--- src/hw/rtl/cfws_pkg.sv ---
// Package for the circular FIFO with search: request and status codes,
// fixed field widths. No dependencies.
package cfws_pkg;

   localparam int CAP_W   = 5;
   localparam int SLOT_W  = 4;
   localparam int COUNT_W = 5;
   localparam int OP_W    = 2;
   localparam int STAT_W  = 2;
   localparam int APB_DW  = 32;
   localparam int APB_AW  = 3;

   localparam logic [OP_W-1:0] OP_ENQUEUE = 2'd0;
   localparam logic [OP_W-1:0] OP_DEQUEUE = 2'd1;
   localparam logic [OP_W-1:0] OP_SEARCH  = 2'd2;

   localparam logic [STAT_W-1:0] ST_OK    = 2'd0;
   localparam logic [STAT_W-1:0] ST_FULL  = 2'd1;
   localparam logic [STAT_W-1:0] ST_EMPTY = 2'd2;

   localparam logic [CAP_W-1:0] CAP_RESET = 5'd16;

endpackage

--- src/hw/rtl/circular_fifo_with_search.sv ---
// Circular FIFO with search: slot memory, pointers, search sequencer, APB register.
// Depends on cfws_pkg.
//
//   channel   handshake              payload
//   request   start && !busy         req_operation, req_value
//   result    rsp_strobe (1 cycle)   rsp_status .. rsp_entry_count
//   config    psel&penable&pwrite    paddr, pwdata (capacity at byte address 0)
//
// Enqueue, rejects, unknown codes, empty search: result in the next cycle.
// Dequeue emptying the queue likewise; else the new head slot is read first.
// Search: one slot read per cycle from the head, up to DEPTH entries or a match.
// Reset is synchronous; the slot memory is not cleared, only held entries are read.
// The receiver cannot stall; busy covers multi-cycle requests.
module circular_fifo_with_search
   import cfws_pkg::*;
#(
   parameter int DEPTH      = 16,
   parameter int DATA_WIDTH = 32
) (
   input  logic                         clock,
   input  logic                         reset,
   input  logic                         start,
   output logic                         busy,
   input  logic [OP_W-1:0]              req_operation,
   input  logic signed [DATA_WIDTH-1:0] req_value,
   output logic                         rsp_strobe,
   output logic [STAT_W-1:0]            rsp_status,
   output logic                         rsp_found,
   output logic [SLOT_W-1:0]            rsp_found_slot,
   output logic signed [DATA_WIDTH-1:0] rsp_front_value,
   output logic signed [DATA_WIDTH-1:0] rsp_rear_value,
   output logic                         rsp_is_empty,
   output logic [COUNT_W-1:0]           rsp_entry_count,
   input  logic                         psel,
   input  logic                         penable,
   input  logic                         pwrite,
   input  logic [APB_AW-1:0]            paddr,
   input  logic [APB_DW-1:0]            pwdata,
   output logic [APB_DW-1:0]            prdata,
   output logic                         pready
);

   localparam int PTR_W = (DEPTH > 1) ? $clog2(DEPTH) : 1;
   localparam int CNT_W = $clog2(DEPTH + 1);
   localparam int RST_EFF = (DEPTH < 16) ? DEPTH : 16;

   localparam logic [1:0] S_IDLE = 2'd0;
   localparam logic [1:0] S_DEQ  = 2'd1;
   localparam logic [1:0] S_SRCH = 2'd2;

   logic [DATA_WIDTH-1:0] slot_mem [DEPTH];
   logic [DATA_WIDTH-1:0] rd_data_ff;
   logic                  rd_en;
   logic [PTR_W-1:0]      rd_addr;
   logic                  wr_en;
   logic [PTR_W-1:0]      wr_addr;

   logic [1:0]            state_ff, state_in;
   logic [PTR_W-1:0]      head_ff, head_in;
   logic [PTR_W-1:0]      tail_ff, tail_in;
   logic [CNT_W-1:0]      occ_ff, occ_in;
   logic [DATA_WIDTH-1:0] front_ff, front_in;
   logic [DATA_WIDTH-1:0] rear_ff, rear_in;
   logic [DATA_WIDTH-1:0] val_ff, val_in;
   logic [PTR_W-1:0]      ptr_ff, ptr_in;
   logic [CNT_W-1:0]      rem_ff, rem_in;
   logic [CAP_W-1:0]      cap_ff, cap_in;
   logic [CNT_W-1:0]      eff_ff, eff_in;

   logic                  strobe_ff, strobe_in;
   logic [STAT_W-1:0]     status_ff, status_in;
   logic                  found_ff, found_in;
   logic [SLOT_W-1:0]     fslot_ff, fslot_in;
   logic [DATA_WIDTH-1:0] rfront_ff, rfront_in;
   logic [DATA_WIDTH-1:0] rrear_ff, rrear_in;
   logic                  empty_ff, empty_in;
   logic [COUNT_W-1:0]    count_ff, count_in;

   logic                  emit;
   logic [STAT_W-1:0]     st_n;
   logic                  found_n;
   logic [PTR_W-1:0]      slot_n;
   logic                  cfg_wr;

   function automatic logic [CNT_W-1:0] eff_of(input logic [CAP_W-1:0] c);
      if (c == '0) begin
         return CNT_W'(1);
      end else if (int'(c) > DEPTH) begin
         return CNT_W'(DEPTH);
      end
      return CNT_W'(c);
   endfunction

   function automatic logic [PTR_W-1:0] advance(input logic [PTR_W-1:0] p,
                                                input logic [CNT_W-1:0] eff);
      if (int'(p) + 1 >= int'(eff)) begin
         return '0;
      end
      return p + 1'b1;
   endfunction

   assign busy   = (state_ff != S_IDLE);
   assign pready = 1'b1;
   assign cfg_wr = psel && penable && pwrite && !paddr[2];
   assign prdata = paddr[2] ? '0 : APB_DW'(cap_ff);

   always_comb begin
      state_in = state_ff;
      head_in  = head_ff;
      tail_in  = tail_ff;
      occ_in   = occ_ff;
      front_in = front_ff;
      rear_in  = rear_ff;
      val_in   = val_ff;
      ptr_in   = ptr_ff;
      rem_in   = rem_ff;
      cap_in   = cap_ff;
      eff_in   = eff_ff;
      rd_en    = 1'b0;
      rd_addr  = ptr_ff;
      wr_en    = 1'b0;
      wr_addr  = tail_ff;
      emit     = 1'b0;
      st_n     = ST_OK;
      found_n  = 1'b0;
      slot_n   = '0;

      if (cfg_wr) begin
         cap_in  = pwdata[CAP_W-1:0];
         eff_in  = eff_of(pwdata[CAP_W-1:0]);
         head_in = '0;
         tail_in = PTR_W'(eff_in - 1'b1);
         occ_in  = '0;
      end

      unique case (state_ff)
         S_IDLE: begin
            if (start) begin
               case (req_operation)
                  OP_ENQUEUE: begin
                     emit = 1'b1;
                     if (occ_ff >= eff_ff) begin
                        st_n = ST_FULL;
                     end else begin
                        tail_in = advance(tail_ff, eff_ff);
                        wr_en   = 1'b1;
                        wr_addr = tail_in;
                        occ_in  = occ_ff + 1'b1;
                        rear_in = req_value;
                        if (occ_ff == '0) begin
                           front_in = req_value;
                        end
                     end
                  end
                  OP_DEQUEUE: begin
                     if (occ_ff == '0) begin
                        st_n = ST_EMPTY;
                        emit = 1'b1;
                     end else begin
                        head_in = advance(head_ff, eff_ff);
                        occ_in  = occ_ff - 1'b1;
                        if (occ_ff == CNT_W'(1)) begin
                           emit = 1'b1;
                        end else begin
                           rd_en    = 1'b1;
                           rd_addr  = head_in;
                           state_in = S_DEQ;
                        end
                     end
                  end
                  OP_SEARCH: begin
                     if (occ_ff == '0) begin
                        emit = 1'b1;
                     end else begin
                        val_in   = req_value;
                        ptr_in   = head_ff;
                        rem_in   = occ_ff;
                        rd_en    = 1'b1;
                        rd_addr  = head_ff;
                        state_in = S_SRCH;
                     end
                  end
                  default: emit = 1'b1;
               endcase
            end
         end
         S_DEQ: begin
            front_in = rd_data_ff;
            emit     = 1'b1;
            state_in = S_IDLE;
         end
         S_SRCH: begin
            if (rd_data_ff == val_ff) begin
               found_n  = 1'b1;
               slot_n   = ptr_ff;
               emit     = 1'b1;
               state_in = S_IDLE;
            end else if (rem_ff == CNT_W'(1)) begin
               emit     = 1'b1;
               state_in = S_IDLE;
            end else begin
               ptr_in  = advance(ptr_ff, eff_ff);
               rem_in  = rem_ff - 1'b1;
               rd_en   = 1'b1;
               rd_addr = ptr_in;
            end
         end
         default: state_in = S_IDLE;
      endcase

      strobe_in = emit;
      status_in = status_ff;
      found_in  = found_ff;
      fslot_in  = fslot_ff;
      rfront_in = rfront_ff;
      rrear_in  = rrear_ff;
      empty_in  = empty_ff;
      count_in  = count_ff;
      if (emit) begin
         status_in = st_n;
         found_in  = found_n;
         fslot_in  = SLOT_W'(slot_n);
         rfront_in = (occ_in != '0) ? front_in : '0;
         rrear_in  = (occ_in != '0) ? rear_in : '0;
         empty_in  = (occ_in == '0);
         count_in  = COUNT_W'(occ_in);
      end
   end

   always_ff @(posedge clock) begin
      if (wr_en) begin
         slot_mem[wr_addr] <= req_value;
      end
      if (rd_en) begin
         rd_data_ff <= slot_mem[rd_addr];
      end
   end

   always_ff @(posedge clock) begin
      if (reset) begin
         state_ff  <= S_IDLE;
         head_ff   <= '0;
         tail_ff   <= PTR_W'(RST_EFF - 1);
         occ_ff    <= '0;
         cap_ff    <= CAP_RESET;
         eff_ff    <= CNT_W'(RST_EFF);
         strobe_ff <= 1'b0;
      end else begin
         state_ff  <= state_in;
         head_ff   <= head_in;
         tail_ff   <= tail_in;
         occ_ff    <= occ_in;
         cap_ff    <= cap_in;
         eff_ff    <= eff_in;
         strobe_ff <= strobe_in;
      end
   end

   always_ff @(posedge clock) begin
      front_ff  <= front_in;
      rear_ff   <= rear_in;
      val_ff    <= val_in;
      ptr_ff    <= ptr_in;
      rem_ff    <= rem_in;
      status_ff <= status_in;
      found_ff  <= found_in;
      fslot_ff  <= fslot_in;
      rfront_ff <= rfront_in;
      rrear_ff  <= rrear_in;
      empty_ff  <= empty_in;
      count_ff  <= count_in;
   end

   assign rsp_strobe      = strobe_ff;
   assign rsp_status      = status_ff;
   assign rsp_found       = found_ff;
   assign rsp_found_slot  = fslot_ff;
   assign rsp_front_value = rfront_ff;
   assign rsp_rear_value  = rrear_ff;
   assign rsp_is_empty    = empty_ff;
   assign rsp_entry_count = count_ff;

endmodule

--- config.mk ---
export PLATFORM = sky130hd
export DESIGN_NAME = circular_fifo_with_search
export DESIGN_NICKNAME = d
export VERILOG_FILES = /design/src/hw/rtl/cfws_pkg.sv /design/src/hw/rtl/circular_fifo_with_search.sv
export SDC_FILE = /design/constraint.sdc
export NUM_CORES = 1
export LEC_CHECK = 0
export ABC_AREA = 1
export CORE_ASPECT_RATIO = 1.25
export CORE_MARGIN = 2
export CORE_UTILIZATION = 40
export DETAILED_ROUTE_END_ITERATION = 8
export DONT_BUFFER_PORTS = 1
export RECOVER_POWER = 100
export SLEW_MARGIN = 20
export SYNTH_ARGS = -nofsm -noshare
export SYNTH_HDL_FRONTEND = slang
export SYNTH_SLANG_ARGS = --single-unit
--- constraint.sdc ---
create_clock -name clock -period 4.2 [get_ports clock]
set_clock_uncertainty 0.2 [all_clocks]
set_input_delay 0.42 -clock clock [delete_from_list [all_inputs] [get_ports clock]]
set_output_delay 0.42 -clock clock [all_outputs]
set_load 0.01 [all_outputs]
**Word-level counts from Yosys, hierarchy flattened**

Memories as Yosys holds them, arrays and structs flattened. A register that Yosys moved wholly into a read port is not among the register bits.
Cells that the tools add are included.

- Equal/unequal tests: 17
- Muxes and demuxes: 108
- $lt $le $gt $ge: 5
- Reduce and logical (&&, ||, !) cells: 18
- Bitwise gates (word level): 1
- Add/subtract/negate cells: 10

Operators with widths:

| kind | count |
|---|---|
| $mux W32 | 8 |
| $mux W4 | 28 |
| $mux W5 | 15 |
| $pmux W32 S2 | 1 |
| $mux W1 | 37 |
| $eq A32 B32 Y1 | 1 |
| $pmux W4 S2 | 3 |
| $ge A5 B5 Y1 | 4 |
| $pmux W5 S2 | 2 |
| $add A4 B1 Y5 const B | 3 |
| $logic_not A5 Y1 | 3 |
| $mux W2 | 7 |
| $add A4 B1 Y4 const B | 3 |
| $ne A3 B3 Y1 const B | 4 |
| $pmux W2 S2 | 3 |
| $reduce_and A6 Y1 | 2 |
| $eq A5 B1 Y1 const B | 2 |
| $sub A5 B1 Y5 const B | 2 |
| $ne A2 B2 Y1 const B | 4 |
| $pmux W1 S2 | 3 |
| $add A5 B1 Y5 const B | 1 |
| $gt A5 B5 Y1 const B | 1 |
| $reduce_bool A5 Y1 | 1 |
| $eq A2 B1 Y1 const B | 2 |
| 13 further kinds | 19 |

- Register bits: 208
- RAM bits: 512
- Logic and storage cells: 179
- Memories: 1
- Output and inout port bits: 112
- Input bits: 75

Memory list:

| name | depth | width | read ports | clocked after memory_dff | wr ports | RTL line | text |
|---|---|---|---|---|---|---|---|
| slot_mem | 16 | 32 | 1 | 1 | 1 | circular_fifo_with_search.sv:51 | `logic [DATA_WIDTH-1:0] slot_mem [DEPTH];` |

**Depth between registers and ports, before layout**

Gate-level depths: netlist of run 1.

- Depth after elaboration: 13
- Gate-level depth with buffers: 24
- Depth with buffers taken out: 22

**Worst setup path before layout of run 1**

No wires, ideal clock.

- Kind: reg-to-reg
- From: register tail_ff[0]
- To: memory slot_mem[6][0], enable pin
- Slack: -11 ps
- Period minus slack after synthesis: 4211 ps
- Required time: 3579 ps
- Path buffers: 0
- Setup time: 421 ps
- Stages on the path, launching flop included: 12
- Arrival time: 3590 ps
- Path through: dfxtp_1 -> ha_1 -> ha_1 -> o21a_1 -> o21a_1 -> o21a_1 -> o21ai_0 -> nand2_1 -> nor2_1 -> nand2_1 -> or2_2 -> nor2_1

- Word-level cells in the longest chain between the ends: 12
- Elaborated cells between the ends (all ways): 13
- Those cells by class: 2 x add/sub; 1 x order compare; 10 x mux

RTL lines:

| item | RTL line | text |
|---|---|---|
| from (decl) | circular_fifo_with_search.sv:60 | `logic [PTR_W-1:0] tail_ff, tail_in;` |
| from (signal assigned) | circular_fifo_with_search.sv:243 | `tail_ff <= PTR_W'(RST_EFF - 1);` |
| from (signal assigned) | circular_fifo_with_search.sv:251 | `tail_ff <= tail_in;` |
| $add A4 B1 Y5 | circular_fifo_with_search.sv:96 | `if (int'(p) + 1 >= int'(eff)) begin` |
| $ge A5 B5 Y1 | circular_fifo_with_search.sv:96 |  |
| $mux W1 | circular_fifo_with_search.sv:96 |  |
| $mux W1 | circular_fifo_with_search.sv:142 | `if (occ_ff >= eff_ff) begin` |
| $mux W1 | circular_fifo_with_search.sv:139 | `case (req_operation)` |
| $mux W1 | circular_fifo_with_search.sv:138 | `if (start) begin` |
| $mux W1 | circular_fifo_with_search.sv:136 | `unique case (state_ff)` |
| $mux W4 | circular_fifo_with_search.sv:99 | `return p + 1'b1;` |
| $mux W4 | circular_fifo_with_search.sv:142 |  |
| $mux W4 | circular_fifo_with_search.sv:139 |  |
| $mux W4 | circular_fifo_with_search.sv:138 |  |
| $mux W4 (*) | circular_fifo_with_search.sv:136 |  |
| to (decl) | circular_fifo_with_search.sv:51 |  |

Every way passes the cells marked *; elsewhere a longest branch is shown, timed or not. The select of a mux whose other input is x is not followed.

**Final worst setup path of run 1**

- From: register state_ff[0]
- To: register rem_ff[0], enable pin

- Word-level cells in the longest chain between the ends: 3
- Elaborated cells between the ends (all ways): 9
- Those cells by class: 6 x eq/ne; 3 x reduce/logical

RTL lines:

| item | RTL line | text |
|---|---|---|
| from (decl) | circular_fifo_with_search.sv:58 | `logic [1:0] state_ff, state_in;` |
| from (signal assigned) | circular_fifo_with_search.sv:249 | `state_ff <= state_in;` |
| $eq A2 B2 Y1 or $logic_not A2 Y1 (tied branches) | circular_fifo_with_search.sv:136 |  |
| $ne A2 B2 Y1 (no line), or another cell as far along | n/a |  |
| $reduce_and A6 Y1 (no line) (*) | n/a |  |
| to (signal assigned) | circular_fifo_with_search.sv:264 | `rem_ff <= rem_in;` |
| to (decl) | circular_fifo_with_search.sv:66 | `logic [CNT_W-1:0] rem_ff, rem_in;` |

Every way passes the cells marked *; elsewhere a longest branch is shown, timed or not.
A chain may end at the register's enable or synchronous reset.

==> results of run 1 <==
[flip-flops by register name (all words and copies together) (netlist names)]
| signal | cells |
|---|---|
| rsp_front_value | 32 |
| ptr_ff | 4 |
| rsp_entry_count | 5 |
| rsp_rear_value | 32 |
| val_ff | 32 |
| rsp_status | 2 |
| front_ff | 32 |
| occ_ff | 5 |
| rear_ff | 32 |
| rsp_strobe | 1 |
| state_ff | 2 |
| rem_ff | 5 |
| slot_mem | 512 |
| head_ff | 4 |
| tail_ff | 4 |
| rsp_found | 1 |
| rd_data_ff | 32 |
| rsp_found_slot | 4 |
| eff_ff | 5 |
| cap_ff | 5 |
| rsp_is_empty | 1 |
[Yosys cell counts, types with 33 or more instances]
library cell	n
nor2_1	87
ha_1	33
inv_1	474
edfxtp_1	662
o21ai_0	64
nand2_1	890
buf_4	34
buf_2	97
dfxtp_1	90
a21oi_1	58
nand3_1	602
o211ai_1	36
clkbuf_1	57
[timing repair]
action / 4_1_cts / 5_1_grt
gates resized for setup: 0 / 2
endpoints found under the hold margin: 672 / 0
endpoints found under the setup margin: 0 / 40
setup buffers: 0 / 2
hold buffers: 40 / 0
[path summary, 6_finish.rpt]
path                    start     endpoint  slack [ns]  cells after the start
max               state_ff[0]    rem_ff[0]        0.23                      8
max reg2reg       state_ff[0]    rem_ff[0]        0.23                      8
min          req_operation[1]  state_ff[0]        0.05                      2
min reg2reg       rear_ff[31]  rear_ff[31]        0.25                      2
[cell type report]
cell class | count | area share [%]
repair buffers | 139 | 3.892
clock inverters | 45 | 1.109
clock buffers | 92 | 5.295
diodes | 5 | 0.03310
multi-input cells | 1907 | 23.97
flip-flops and latches | 752 | 57.35
well taps | 1080 | 3.574
inverters | 480 | 4.772
[cells by family after synthesis]
family          after synthesis  synth area share (%)
simple gates               1630                 21.15
buf+inv                     678                 8.532
xor+xnor                     34                0.8925
compound gates              182                 3.184
other cells                   2               0.02251
flops                       752                 64.98
fa+ha+maj                    33                 1.238
[report_power, final]
group          switching, W  total (W)  internal (W)
logic               0.00203    0.00294      0.000914
registers          0.000237    0.00892       0.00868
clock network       0.00287    0.00665       0.00379
total               0.00513     0.0185        0.0134
[critical path, delay by kind of cell (launching register included)]
kind                   cells  cell delay (ns)
buffers and inverters      3             1.77
AOI/OAI and AO/OA          2             0.63
and+or+nand+nor            3             0.43
DFF                        1             0.56
[per-layer routing]
layer	up-vias	track usage (%)
li1	11040	-
met1	10920	26.56
met2	754	35.38
met3	164	3.059
met4	4	8.066
met5	-	0
[stage by stage]
step / cell area [um^2] / instances / power (W) / utilization, %
final: 37810 / 4500 / 0.01852 / 45.72
after global routing: 37800 / 4497 / 0.01933 / 45.72
after CTS: 38000 / 4493 / 0.01868 / 45.96
after detailed placement: 35180 / 4316 / 0.01190 / 42.55
after global placement: 35180 / 4316 / 0.01186 / 42.55
after floorplan: 33460 / 3337 / 0.01097 / -
==> summary.md, run 1 <==
| Metric | Value |
|---|---|
| CTS tree | `done` |
| Area of the multi-input gates | `9064 um^2` |
| Via count | `22870` |
| Worst hold path type | `input port to register` |
| Total gr overflow | `0` |
| Filler cells | `7629` |
| DRC errors left | `0` |
| Seq/Total Area, Yosys | `64.98%` |
| Die area | `85750 um^2` |
| RSZ-0062 raised after global routing | `false` |
| Post-DP HPWL | `53630 um` |
| CP Capture Type | `register` |
| Die X | `262.3 um` |
| Cell Chain, Critical Path | `nor2_4, inv_1, clkbuf_1, nor2_1, a21oi_1, clkbuf_1, nand2_1, a21oi_1` |
| FF/Latch Area | `21680 um^2` |
| Longest Clk Path Bufs | `3` |
| Max layer used | `met5` |
| Synth Flop Type | `edfxtp_1` |
| Final WS setup | `0.2312 ns` |
| Core Region | `82680 um^2` |
| CTS H-tree depth | `3` |
| Post-Syn Instances | `3311` |
| Final setup TNS | `0 ns` |
| Vias in the first global route | `21980` |
| Power Density | `489.8 nW/um^2` |
| Post-synth top area share | `59.58%` |
| # rows | `118` |
| Fin Hold WS | `0.04550 ns` |
| Area leader, netlist | `edfxtp_1` |
| Clock latency on the worst-skew pair | `0.63 ns` |
| Status | `finished with violations` |
| Yosys warns | `0` |
| CP max stage cell | `clkbuf_1` |
| Final Hold Viols | `0` |
| Worst setup SP type | `register` |
| Clock root buffer | `clkbuf_16` |
| Critical path arrival | `4.03 ns` |
| Pre-CTS setup slack | `0.2762 ns` |
| Synth cell types | `43` |
| Worst-Margin Slew | `1.713 ns` |
| Initial antenna violation count | `10` |
| Post-synth EDFFs | `662` |
| Drt wl/cell | `19.90 um` |
| Vias per cell | `5.083` |
| Max Clock Freq | `252.0 MHz` |
| Synth area leaders | `edfxtp_1 60%, nand2_1 10%, nand3_1 9.0%` |
| Initial Util | `40.35%` |
| Post-synth ARST share | `0%` |
| First-pass GRT wire length | `135700 um` |
| # nets final | `3463` |
| Final min period | `3.969 ns` |
| Die Y | `326.9 um` |
| Antenna violation net count after detailed routing | `0` |
| Lkg Pwr | `15.83 nW` |
| # setup viols final | `0` |
| Max-Cap Viols | `2` |
| Share of layout cells above drive strength 1 | `7.116%` |
| WL met1 | `36650 um` |
| Number of I/O port buffers | `0` |
| Final Max Tran Viols | `60` |
| Synthesized area per cell | `10.08 um^2` |
| Violated checks | `capacitance limit, slew limit` |
| CTS clk-pin slew, worst paths | `0.07 ns` |
| Critical path peak fanout | `27` |
| Setup CP Type | `register to register` |
| Crit share post-route | `94.50%` |
| Commonest non-fill, non-tap cell in the layout | `nand2_1` |
| Most frequent cells in the layout | `883 x nand2_1, 662 x edfxtp_1, 602 x nand3_1, 475 x inv_1, 90 x dfxtp_1` |
| Area growth, synth to finish | `13.31%` |
| Drt initial violations | `2283` |
| Ports | `187` |
| Final WL | `89550 um` |
| Metal3 WL | `5511 um` |
| DRT Pass-1 Iters | `6` |
| Gr usage total | `20.70%` |
| Met2 wire length | `44310 um` |
| Max incr delay on CP | `1.25 ns` |
| Relative slew slack | `-14.20%` |
| Worst Path Required | `4.26 ns` |
| Largest net degree at the start of global routing | `125` |
| Yosys reg bits | `752` |
| GP Congestion | `0.9059` |
| VDD IR max | `0.2816 mV` |
| Cell Area, Synth | `33360 um^2` |
| # clock sinks | `752` |
| Num CTS Buffers | `75` |
Note: power is estimated with default switching activity, not from simulation.
==> inputs of run 2 (changes only) <==
Settings changed: RECOVER_POWER 100 to default.
Clock period 4.2 ns to 4.34 ns, I/O delays scaled along.
==> run 2 against run 1 <==
  * The run now ends clean
  * Fmax is 2.7% lower
  * Sequential power is 3.3% lower
  * First-iteration DRC count is 5.0% lower
  * Combinational power is 5% lower
  * Global-route usage is 0.43 points lower
  * Via count hardly changed
  * Clock power is 4.2% lower
==> summary.md, run 2 (synthesis gave the netlist of run 1 again) <==
| Metric | Value |
|---|---|
| Status | `complete, no violations` |
| Num CTS Buffers | `72 (-4.0%)` |
| Max-Cap Viols | `0 (-2)` |
| First-pass GRT wire length | `133200 um (-1.9%)` |
| Worst-Margin Slew | `1.132 ns (-0.5807 ns)` |
| Initial Util | `40.35% (unchanged)` |
| Largest net degree at the start of global routing | `150 (+20%)` |
| Final WS setup | `0.2603 ns (+0.02907 ns)` |
| Met2 wire length | `44310 um (about the same)` |
| Gr usage total | `20.27% (-0.43 points)` |
| Clock latency on the worst-skew pair | `0.63 ns (about the same)` |
| Hold Path Origin | `req_operation[0]` |
| Filler cells | `7691 (+0.81%)` |
| Reg-to-Reg Start | `tail_ff[0]` |
| Post-DP HPWL | `52190 um (-2.7%)` |
| Die X | `262.3 um (unchanged)` |
| Setup CP Type | `register to register` |
| Worst hold path type | `input port to register` |
| Drt wl/cell | `19.83 um (-0.36%)` |
| Util after Layout | `45.61% (-0.12 points)` |
| # rows | `118 (unchanged)` |
| Number of flip-flops under the largest register name | `512 (unchanged)` |
| Die area | `85750 um^2 (unchanged)` |
| Initial antenna violation count | `13 (+3)` |
| # nets final | `3446 (-0.49%)` |
| Most frequent cells in the layout | `883 x nand2_1, 662 x edfxtp_1, 601 x nand3_1, 473 x inv_1, 90 x dfxtp_1` |
| Crit share post-route | `94.00% (-0.49 points)` |
| Core Region | `82680 um^2 (unchanged)` |
| CTS tree | `done` |
| # clock sinks | `752 (unchanged)` |
| VDD IR max | `0.2352 mV (-16%)` |
| Drt initial violations | `2168 (-5.0%)` |
| Max Clock Freq | `245.1 MHz (-2.7%)` |
| Die Y | `326.9 um (unchanged)` |
| Clock root buffer | `clkbuf_16` |
| Final setup TNS | `0 ns (unchanged)` |
| Cell Chain, Critical Path | `ha_1, xor2_1, ha_1, o21a_1, o21a_1, o21ai_0, nand2_1, nor2_1, nand2_1, o21ai_0, nand3_1, nor2_2` |
| Worst setup SP type | `register` |
| Final Hold Viols | `0 (unchanged)` |
| Worst Path Required | `4.38 ns (+0.12 ns)` |
| Longest Clk Path Bufs | `3 (unchanged)` |
| CTS clk-pin slew, worst paths | `0.06 ns (about the same)` |
| Number of I/O port buffers | `0 (unchanged)` |
| Antenna violation net count after detailed routing | `0 (unchanged)` |
| # setup viols final | `0 (unchanged)` |
| DRT Pass-1 Iters | `6 (unchanged)` |
| Total gr overflow | `0 (unchanged)` |
| Vias per cell | `5.112 (+0.57%)` |
| RSZ-0062 raised after global routing | `false` |
| Relative slew slack | `24.43% (+39 points)` |
| Via count | `22890 (+0.052%)` |
| Pre-CTS setup slack | `0.2997 ns (+0.02349 ns)` |
| Ports | `187 (unchanged)` |
| Final min period | `4.080 ns (+0.1109 ns)` |
| Vias in the first global route | `21600 (-1.7%)` |
| GP Congestion | `0.9273 (+2.4%)` |
| CP Capture Type | `register` |
| Largest register by flop count | `slot_mem` |
| Max layer used | `met5` |
| Area growth, synth to finish | `13.02%` |
| Max incr delay on CP | `0.96 ns (-0.29 ns)` |
| Metal3 WL | `5524 um (+0.24%)` |
| Power Density | `471.6 nW/um^2 (-3.7%)` |
| Commonest non-fill, non-tap cell in the layout | `nand2_1` |
| CTS H-tree depth | `3 (unchanged)` |
| Final Max Tran Viols | `0 (-100%)` |
| Critical path peak fanout | `11 (-59%)` |
| Critical Path Start | `tail_ff[0]` |
| DRC errors left | `0 (unchanged)` |
| WL met1 | `36480 um (-0.44%)` |
| Share of layout cells above drive strength 1 | `6.981% (-0.13 points)` |
| CP max stage cell | `nor2_2` |
| Critical path arrival | `4.12 ns (+0.09 ns)` |
| Final WL | `88770 um (-0.87%)` |
| Lkg Pwr | `15.75 nW (-0.54%)` |
## run 2: cell type report
cell class	count	area, um^2	area share [%]
Antenna cell	2	5.005	0.01327
Clock buffer	95	2024	5.369
Multi-Input combinational cell	1908	9145	24.25
Sequential cell	752	21680	57.50
Tap cell	1080	1351	3.584
Clock inverter	36	339.1	0.8992
Timing Repair Buffer	124	1359	3.603
Inverter	480	1804	4.785
## run 2: path summary, 6_finish.rpt
path | endpoint | slack (ns) | depth (start not counted)
setup / recovery | slot_mem[12][5] | 0.26 | 12
hold / removal | state_ff[0] | 0.1 | 3
hold reg to reg | rear_ff[6] | 0.25 | 2
setup reg to reg | slot_mem[12][5] | 0.26 | 12
## run 2: repair_timing
item                       CTS  global route
hold endpoints to repair   671             0
buffers inserted             0             0
setup endpoints to repair    0            12
hold buffers                41             0
gates resized for setup      0             0
## run 2: through the flow
step	area [um^2]	power, W	hold WS (ns)	std cells
3_5_place_dp	34920	0.01143	0.2354	4302
6_report	37710	0.01778	0.09685	4477
5_1_grt	37710	0.01853	0.1169	4476
3_3_place_gp	34920	0.01139	0.2361	4302
2_1_floorplan	33460	0.01061	0.2227	3337
4_1_cts	37700	0.01792	0.05677	4474
## run 2: worst max-delay path, delay by kind of cell (launching register included)
family	cells	cell delay, ns
XOR/XNOR	1	0.26
adder cells (fa/ha/maj)	2	0.49
AND/OR/NAND/NOR	5	1.73
AO/OA/AOI/OAI	4	0.57
flip-flops	1	0.42
## run 2: metal layers
layer,track usage (%),up-vias
met5,0,-
met4,7.386,12
met1,26.46,10980
met3,2.879,150
met2,34.42,776
li1,-,10970
## run 2: power by group
group / internal [W] / switching, W / total (W)
logic: 0.000848 / 0.00194 / 0.00278
clock network: 0.00365 / 0.00272 / 0.00637
registers: 0.00840 / 0.000231 / 0.00863
==> inputs of run 3 (changes only) <==
Settings changed: CTS_BUF_LIST from default to sky130_fd_sc_hd__clkbuf_4 sky130_fd_sc_hd__clkbuf_8.
==> run 3 against run 2 <==
  * Global-route usage is 0.24 points higher
  * Cell count is 1.8% higher
  * Highest routed layer unchanged
  * Largest cell class unchanged
  * Sequential power hardly changed
  * Hold slack worse by 0.028 ns
  * Routed wire length is 0.65% higher
  * Combinational power hardly changed
  * Design area is 0.36% lower
  * Register-to-register slack worse by 0.02 ns
==> summary.md, run 3 (synthesis gave the netlist of run 1 again) <==
| Metric | Value |
|---|---|
| Status | `complete, no violations` |
| Placed cell count | `4302 (unchanged)` |
| Worst hold path type | `input port to register` |
| P_sw | `0.004918 W (+0.66%)` |
| Worst setup SP type | `register` |
| Crit share post-route | `94.43% (+0.43 points)` |
| Lkg Pwr | `15.78 nW (+0.23%)` |
| Gr usage total | `20.51% (+0.24 points)` |
| Clk pwr share | `33.4% (-2.4 points)` |
| Relative slew slack | `32.31% (+7.9 points)` |
| CTS tree | `done` |
| Worst Path Required | `4.58 ns (+0.20 ns)` |
| # nets final | `3485 (+1.1%)` |
| Critical path peak fanout | `22 (+11)` |
| Int Power | `0.01221 W (-5.3%)` |
| CTS clk-pin slew, worst paths | `0.06 ns (about the same)` |
| Die Y | `326.9 um (unchanged)` |
| # clock sinks | `752 (unchanged)` |
| RSZ-0062 raised after global routing | `false` |
| Clock root buffer | `clkbuf_8` |
| Setup CP Type | `register to register` |
| Post-CTS Setup Inserts | `0 (unchanged)` |
| Largest net degree at the start of global routing | `150 (unchanged)` |
| DRC errors left | `0 (unchanged)` |
| Die area | `85750 um^2 (unchanged)` |
| Final Max Tran Viols | `0 (unchanged)` |
| Commonest non-fill, non-tap cell in the layout | `nand2_1` |
| DRT Pass-1 Iters | `5 (-1)` |
| Via count | `23140 (+1.1%)` |
| Largest register by flop count | `slot_mem` |
| Initial Util | `40.35% (unchanged)` |
| Max Clock Freq | `244.0 MHz (-0.45%)` |
| Num CTS Buffers | `110 (+53%)` |
| Power Density | `456.0 nW/um^2 (-3.3%)` |
| # rows | `118 (unchanged)` |
| Final setup TNS | `0 ns (unchanged)` |
| Number of I/O port buffers | `0 (unchanged)` |
| Switching part of the total power | `28.71% (+1.2 points)` |
| Flop pwr share | `50.4% (+1.9 points)` |
| Most frequent cells in the layout | `883 x nand2_1, 662 x edfxtp_1, 601 x nand3_1, 473 x inv_1, 117 x clkbuf_8` |
| First-pass GRT wire length | `134700 um (+1.1%)` |
| Vias in the first global route | `21970 (+1.7%)` |
| Worst R2R Path Depth | `13 (+1)` |
| Critical path arrival | `4.34 ns (+0.22 ns)` |
| GP Congestion | `0.9273 (unchanged)` |
| Worst Hold Depth | `3 (unchanged)` |
| Final WL | `89350 um (+0.65%)` |
| Antenna violation net count after detailed routing | `0 (unchanged)` |
| Area of the multi-input gates | `9139 um^2 (about the same)` |
| Clock latency on the worst-skew pair | `0.77 ns (+0.14 ns)` |
| Area growth, synth to finish | `12.62%` |
| Post-DP HPWL | `52190 um (unchanged)` |
| Longest Clk Path Bufs | `3 (unchanged)` |
| Total gr overflow | `0 (unchanged)` |
| Drt initial violations | `2423 (+12%)` |
| VDD IR max | `0.2371 mV (+0.82%)` |
| Core Region | `82680 um^2 (unchanged)` |
| Total Power | `0.01713 W (-3.7%)` |
| Final min period | `4.098 ns (+0.01860 ns)` |
| Comb pwr share | `16.3% (+0.6 points)` |
| CP Capture Type | `register` |
| Max-Cap Viols | `0 (unchanged)` |
| Ports | `187 (unchanged)` |
| Number of flip-flops under the largest register name | `512 (unchanged)` |
| Worst-Margin Slew | `1.013 ns (-0.1194 ns)` |
| Final Hold Viols | `0 (unchanged)` |
| Vias per cell | `5.075 (-0.73%)` |
| CTS H-tree depth | `3 (unchanged)` |
| Post-route insts no fill | `4559 (+1.8%)` |
| Die X | `262.3 um (unchanged)` |
| Initial antenna violation count | `15 (+2)` |
| Filler cells | `7771 (+1.0%)` |
| # setup viols final | `0 (unchanged)` |
| FF/Latch Area | `21680 um^2 (unchanged)` |
| Drt wl/cell | `19.60 um (-1.2%)` |
| Share of layout cells above drive strength 1 | `9.044% (+2.1 points)` |
run 3: path summary, 6_finish.rpt:
path                from  slack [ns]         endpoint
min reg2reg  rear_ff[25]        0.26      rear_ff[25]
max           tail_ff[0]        0.24  slot_mem[12][6]
max reg2reg   tail_ff[0]        0.24  slot_mem[12][6]
min              penable        0.07        eff_ff[0]
run 3: worst max-delay path, cell delays in order, from the launching register on:
cell and delay [ns]:
dfxtp_1 0.42, ha_1 0.21, xor2_1 0.27, ha_1 0.29
o21a_1 0.10, o21a_1 0.15, o21ai_0 0.20, nand2_1 0.08
nor2_1 0.24, nand2_1 0.14, o21ai_0 0.12, nand3_1 0.23
nor2_4 0.82, buf_4 0.31
run 3: stage by stage:
stage          util, %  hold slack (ns)  worst slack, ns  instance area [um^2]
2_1_floorplan        -           0.2227           0.1291                 33460
3_3_place_gp     42.24           0.2361           0.3100                 34920
3_5_place_dp     42.24           0.2354           0.2997                 34920
4_1_cts          45.43         0.003815           0.2761                 37560
5_1_grt          45.44          0.06972         0.001007                 37570
6_report         45.45          0.06854           0.2417                 37570
run 3: per-layer routing:
layer	GRT usage [%]	up-vias	wire length, um
li1	-	11080	-
met1	26.78	11090	37390
met2	34.50	807	43930
met3	2.999	156	5329
met4	8.041	2	2687
met5	0	-	13
run 3: power groups by stage:
stage,combinational (W),sequential [W],clock [W]
after floorplan,0.00189,0.00873,0
after global placement,0.00261,0.00878,0
after detailed placement,0.00265,0.00878,0
after CTS,0.00279,0.00864,0.00584
after global routing,0.00311,0.00866,0.00612
final,0.00279,0.00863,0.00572
run 3: cell type report:
class | instances | area share, %
multi-input combinational | 1907 | 24.32
tap | 1080 | 3.596
clock buffer | 164 | 5.225
inverter | 480 | 4.802
timing repair buffer | 126 | 3.670
antenna | 7 | 0.04662
clock inverter | 43 | 0.6393
sequential | 752 | 57.70
run 3: timing repair:
action	in CTS	in global routing
setup endpoints to repair	0	7
hold endpoints to repair	706	0
hold buffers	43	0
gates resized for setup	0	0
